--- config.mk ---
export PLATFORM = sky130hd
export DESIGN_NAME = qfk_ctrl
export DESIGN_NICKNAME = d
export VERILOG_FILES = /design/src/hdl/qfk_pkg.sv /design/src/hdl/qfk_ctrl.sv
export SDC_FILE = /design/constraint.sdc
export NUM_CORES = 1
export LEC_CHECK = 0
export ABC_AREA = 1
export BUFFER_PORTS_ARGS = -buffer_cell sky130_fd_sc_hd__buf_2
export CAP_MARGIN = 10
export CORE_AREA = 2 2 39 41
export CTS_BUF_LIST = sky130_fd_sc_hd__clkbuf_8
export DETAILED_ROUTE_END_ITERATION = 8
export DIE_AREA = 0 0 41 43
export PLACE_DENSITY = 0.77
export SLEW_MARGIN = 20
export SYNTH_ARGS = -nofsm -noshare
export SYNTH_HDL_FRONTEND = slang
export SYNTH_SLANG_ARGS = --single-unit
--- constraint.sdc ---
create_clock -name clk -period 1.76 [get_ports clk]
set_input_delay 0.264 -clock clk [delete_from_list [all_inputs] [get_ports clk]]
set_output_delay 0.264 -clock clk [all_outputs]
set_load 0.05 [all_outputs]
--- src/hdl/qfk_pkg.sv ---
`timescale 1ns / 1ps

package qfk_pkg;

  // Queue geometry
  localparam int DEPTH   = 64;
  localparam int PTR_W   = $clog2(DEPTH);
  localparam int CNT_W   = $clog2(DEPTH + 1);

  // Field widths
  localparam int ID_W    = 37;
  localparam int PAY_W   = 32;
  localparam int OCC_W   = 7;
  localparam int ACT_W   = 2;
  localparam int ST_W    = 2;
  localparam int ENTRY_W = ID_W + PAY_W;

  // Stream data widths, padded to whole bytes
  localparam int IN_DATA_W  = ((ID_W + PAY_W + 7) / 8) * 8;
  localparam int OUT_DATA_W = ((ID_W + PAY_W + OCC_W + 7) / 8) * 8;

  // Action codes
  localparam logic [ACT_W-1:0] ACT_PUSH   = 2'd0;
  localparam logic [ACT_W-1:0] ACT_POP    = 2'd1;
  localparam logic [ACT_W-1:0] ACT_CANCEL = 2'd2;

  // Status codes
  localparam logic [ST_W-1:0] ST_OK       = 2'd0;
  localparam logic [ST_W-1:0] ST_FULL     = 2'd1;
  localparam logic [ST_W-1:0] ST_EMPTY    = 2'd2;
  localparam logic [ST_W-1:0] ST_NOTFOUND = 2'd3;

  typedef logic [PTR_W-1:0] ptr_t;
  typedef logic [CNT_W-1:0] cnt_t;

  // Commands from controller to datapath
  typedef struct packed {
    logic            capture;     // latch the accepted transaction
    logic            push;        // write at tail, count up
    logic            rd_head;     // read head slot, restart the walk
    logic            rd_next;     // read the next slot of the walk
    logic            pop_take;    // take head data, advance head, count down
    logic            shift_wr;    // move read entry one place toward head
    logic            drop_one;    // count down after a removal by key
    logic            set_res;     // load result status
    logic [ST_W-1:0] res_status;
    logic            load_out;    // move the result into the output register
  } qfk_cmd_t;

  // Status from datapath to controller
  typedef struct packed {
    logic [ACT_W-1:0] act;
    logic             full;
    logic             empty;
    logic             match;      // entry under the walk holds the key
    logic             last;       // entry under the walk is the tail
    logic             out_free;   // output register can take a result
  } qfk_sts_t;

  function automatic ptr_t ptr_inc(input ptr_t p);
    if (p == PTR_W'(DEPTH - 1)) begin
      return '0;
    end
    return p + PTR_W'(1);
  endfunction

  function automatic ptr_t ptr_add(input ptr_t base, input cnt_t off);
    logic [PTR_W:0] sum;
    sum = {1'b0, base} + (PTR_W + 1)'(off);
    if (sum >= (PTR_W + 1)'(DEPTH)) begin
      sum = sum - (PTR_W + 1)'(DEPTH);
    end
    return sum[PTR_W-1:0];
  endfunction

endpackage

--- src/hdl/qfk_ctrl.sv ---
`timescale 1ns / 1ps

module qfk_ctrl (
  input  logic              clk,
  input  logic              rst_n,
  input  logic              in_valid,
  output logic              in_ready,
  input  qfk_pkg::qfk_sts_t sts,
  output qfk_pkg::qfk_cmd_t cmd
);
  import qfk_pkg::*;

  typedef enum logic [5:0] {
    S_IDLE     = 6'b000001,
    S_DISPATCH = 6'b000010,
    S_POPWAIT  = 6'b000100,
    S_SCAN     = 6'b001000,
    S_SHIFT    = 6'b010000,
    S_RESULT   = 6'b100000
  } state_t;

  state_t state_r, state_nxt;

  assign in_ready = (state_r == S_IDLE);

  always_comb begin
    state_nxt = state_r;
    cmd       = '0;
    unique case (state_r)
      S_IDLE: begin
        if (in_valid) begin
          cmd.capture = 1'b1;
          state_nxt   = S_DISPATCH;
        end
      end
      S_DISPATCH: begin
        case (sts.act)
          ACT_PUSH: begin
            cmd.set_res = 1'b1;
            if (sts.full) begin
              cmd.res_status = ST_FULL;
            end else begin
              cmd.push       = 1'b1;
              cmd.res_status = ST_OK;
            end
            state_nxt = S_RESULT;
          end
          ACT_POP: begin
            if (sts.empty) begin
              cmd.set_res    = 1'b1;
              cmd.res_status = ST_EMPTY;
              state_nxt      = S_RESULT;
            end else begin
              cmd.rd_head = 1'b1;
              state_nxt   = S_POPWAIT;
            end
          end
          ACT_CANCEL: begin
            if (sts.empty) begin
              cmd.set_res    = 1'b1;
              cmd.res_status = ST_NOTFOUND;
              state_nxt      = S_RESULT;
            end else begin
              cmd.rd_head = 1'b1;
              state_nxt   = S_SCAN;
            end
          end
          default: begin
            cmd.set_res    = 1'b1;
            cmd.res_status = ST_OK;
            state_nxt      = S_RESULT;
          end
        endcase
      end
      S_POPWAIT: begin
        cmd.pop_take   = 1'b1;
        cmd.set_res    = 1'b1;
        cmd.res_status = ST_OK;
        state_nxt      = S_RESULT;
      end
      S_SCAN: begin
        if (sts.last) begin
          cmd.set_res = 1'b1;
          if (sts.match) begin
            cmd.drop_one   = 1'b1;
            cmd.res_status = ST_OK;
          end else begin
            cmd.res_status = ST_NOTFOUND;
          end
          state_nxt = S_RESULT;
        end else begin
          cmd.rd_next = 1'b1;
          if (sts.match) begin
            state_nxt = S_SHIFT;
          end
        end
      end
      S_SHIFT: begin
        cmd.shift_wr = 1'b1;
        if (sts.last) begin
          cmd.drop_one   = 1'b1;
          cmd.set_res    = 1'b1;
          cmd.res_status = ST_OK;
          state_nxt      = S_RESULT;
        end else begin
          cmd.rd_next = 1'b1;
        end
      end
      S_RESULT: begin
        if (sts.out_free) begin
          cmd.load_out = 1'b1;
          state_nxt    = S_IDLE;
        end
      end
      default: begin
        state_nxt = S_IDLE;
      end
    endcase
  end

  always_ff @(posedge clk) begin
    if (!rst_n) begin
      state_r <= S_IDLE;
    end else begin
      state_r <= state_nxt;
    end
  end

endmodule

==> impl_results.md <==
- Status: complete, no violations
- Drt pass-1 iters: 4
- Clk buf depth: 2
- Worst EP arrival: 1.46 ns
- Hold Path Class: input port to flop
- Pwr dens: 741 nW/um^2
- Initial antenna violation count: 0
- Hold Crit Depth: 2
- Leakage: approximately 0.5 nW
- Max-slew violations: 0
- Worst Tran Pin Value: between 0.2 and 0.3 ns
- Mapped Area: roughly 600 sq um
- Final Total Pwr: 653 uW
- Post-layout minimum cycle time: 1.72 ns
- Cell accounting for the most synthesized area: dfxtp_1
- Sw frac: 40.9%
- Worst clock skew: 0.00191 ns
- Clk root buf: clkbuf_8
- Area Overhead vs Synth: 48.1%
- Final net count: 142
- Final hold vios: 0
- Share of cells above drive strength 1: between 40% and 50%
- Die height: between 40 and 50 um
- Synth top area share: approximately 20%
- Setup Viol. Count Final: 0
- Syn Inst Count: slightly above 90
- Die width: ~41 um
- I/O pin count: 22
- Met3 usage: about 5.2%
- CTS Buf Count: 3
- VDD IR max: about 0.00028 V
- Internal cell power: 386 uW
- Drt drc: 0
- Overflow after GRT: 0
- Netlist cell types: 20
- Core Util, Final: 63.7%
- M1 GR Usage: 20.7%
- Critical Setup Path Class: flop to output pin
- CTS H-tree depth: 1
- Ant. Diodes: 0
- CTS Sinks: 6
- DR iter-0 viols: 6
- Period utilisation layout: a little over nine tenths
- Largest Register: state_r
- Final ANT Viol Nets: 0
- Clk pin slew, worst setup/hold paths: ~0.030 ns
- Register area share after synthesis: roughly a fifth
- Comb pwr share: 42.9%
- Post-Route WL: 1.55 mm
- M2 GR Usage: 30.3%
- Busiest layer in global routing: met2
- Die area: ~1800 sq um
- Max Cap Violations: 0
- Clock tree from TritonCTS: yes
- Crit Path Max Fanout: 6
- Row cnt: 14
- Syn nets: around 110
- Critical Path Source Type: flop
- Number of synthesized register bits: 6
- DP HPWL: 1.15 mm
- Vias in the first global route: 613
- Switch Pwr: roughly 270 uW
- Avg Inst Size Synth: approximately 6.4 sq um
- Core area: 1380 sq um
- Critical Path RT: about 1.5 ns
- Clock share of power: between 30% and 40%
- Final GP Congestion: approximately 0.75
- Worst slew margin: ~83%
- Starting Density: a little over two fifths
- Skew-Pair Late Insertion Delay: between 0.2 and 0.25 ns
- Worst R2R Path Depth: 8
- Syn. warnings: 0
- Drt wl/cell: around 11 um
- Crit path capture type: output pin
- Biggest regs: state_r: 6 flops
- DR vias: 693
- Total negative slack: 0 ns
- Vias per inst: slightly below 5
- Max FFs per register: 6
- Port Buffers: 21
- Hold Buf Count CTS: 0
- Global-route wire length before repair: about 2.3 mm
- RSZ-0062 raised after global routing: true
- Overall routing resource usage: a little under a fifth
- Largest net degree at the start of global routing: 9
- Largest cells by area after synthesis: dfxtp_1 (20%), inv_1 (13%), nand3_1 (10%)
- F_max: slightly below 600 MHz
- Flop pwr share: between 20 and 30%
## cell families after synthesis
logic type	after synthesis	synth area share, %
compound gates	7	7.56
fa+ha+maj	4	8.40
buf+inv	21	13.2
flops	6	20.2
simple gates	55	50.6
## power by group through the flow
stage	Clock (mW)	Sequential [mW]	Combinational, mW
2_1_floorplan	0	0.165	0.198
3_5_place_dp	0	0.167	0.256
6_report	0.207	0.166	0.281
4_1_cts	0.211	0.166	0.258
5_1_grt	0.214	0.169	0.307
3_3_place_gp	0	0.167	0.250
## cells in the mapped netlist
library cell	n
inv_1	20
nand2_2	1
ha_1	4
o21ai_0	2
a22o_1	1
a21oi_1	2
inv_2	1
nor2_1	13
nand4_1	5
nand2_1	14
nor2_2	1
nand2_4	1
nand3_1	12
a21oi_2	1
dfxtp_1	6
nor2_4	4
nand3_2	1
o31ai_1	1
nor2_8	1
nor3_1	2
## layout by cell type, fill, tap and decap left out, drive strengths merged
cell type	instances
buf	27
inv	21
nor2	19
nand2	16
nand3	13
dfxtp	6
clkbuf	6
nand4	5
ha	4
a21oi	3
o21ai	2
nor3	2
a22o	1
o31ai	1
## stage by stage
step | std cells | setup WS [ns] | cell area [sq um] | hold WS, ns
floorplan | 93 | -0.0200 | 609 | 0.348
global placement | 131 | 0.128 | 742 | 0.478
detailed placement | 131 | 0.107 | 742 | 0.487
CTS | 134 | 0.00692 | 791 | 0.259
global route | 142 | -0.0202 | 882 | 0.270
finish | 142 | 0.0395 | 882 | 0.264
## path summary, 6_finish.rpt
kind,endpoint,start,slack (ns)
max,cmd[1],state_r[5]$_SDFFE_PN0P_,0.04
min,state_r[0]$_SDFFE_PN1P_,rst_n,0.26
max reg2reg,state_r[4]$_SDFFE_PN0P_,state_r[2]$_SDFFE_PN0P_,0.50
min reg2reg,state_r[4]$_SDFFE_PN0P_,state_r[4]$_SDFFE_PN0P_,0.52
## per-layer routing
metal	part of all wire, %	wire, um
met3	4.5	70
met5	0	0
met4	1.3	20
met2	53	830
met1	41	630
## final cells by class
type                    count  area [sq um]
clock buffers               3          41.3
fillers                   124           502
inverters                  21          81.3
multi-input cells          66           422
flip-flops and latches      6           125
well taps                  16          20.0
repair buffers             30           193
## critical path: stages (launching register included)
cell and delay (ns):
dfxtp_2 0.33, nor2_4 0.21, nand2_4 0.09, nor2_8 0.16, buf_4 0.13, nand3_1 0.07
nand2_1 0.08, buf_6 0.16
## what timing repair did
item,4_1_cts,5_1_grt
endpoints found under the setup margin,1,7
pin swaps,1,4
gates resized for setup,3,13
setup buffers,0,8
Note: power is estimated with default switching activity, not from simulation.
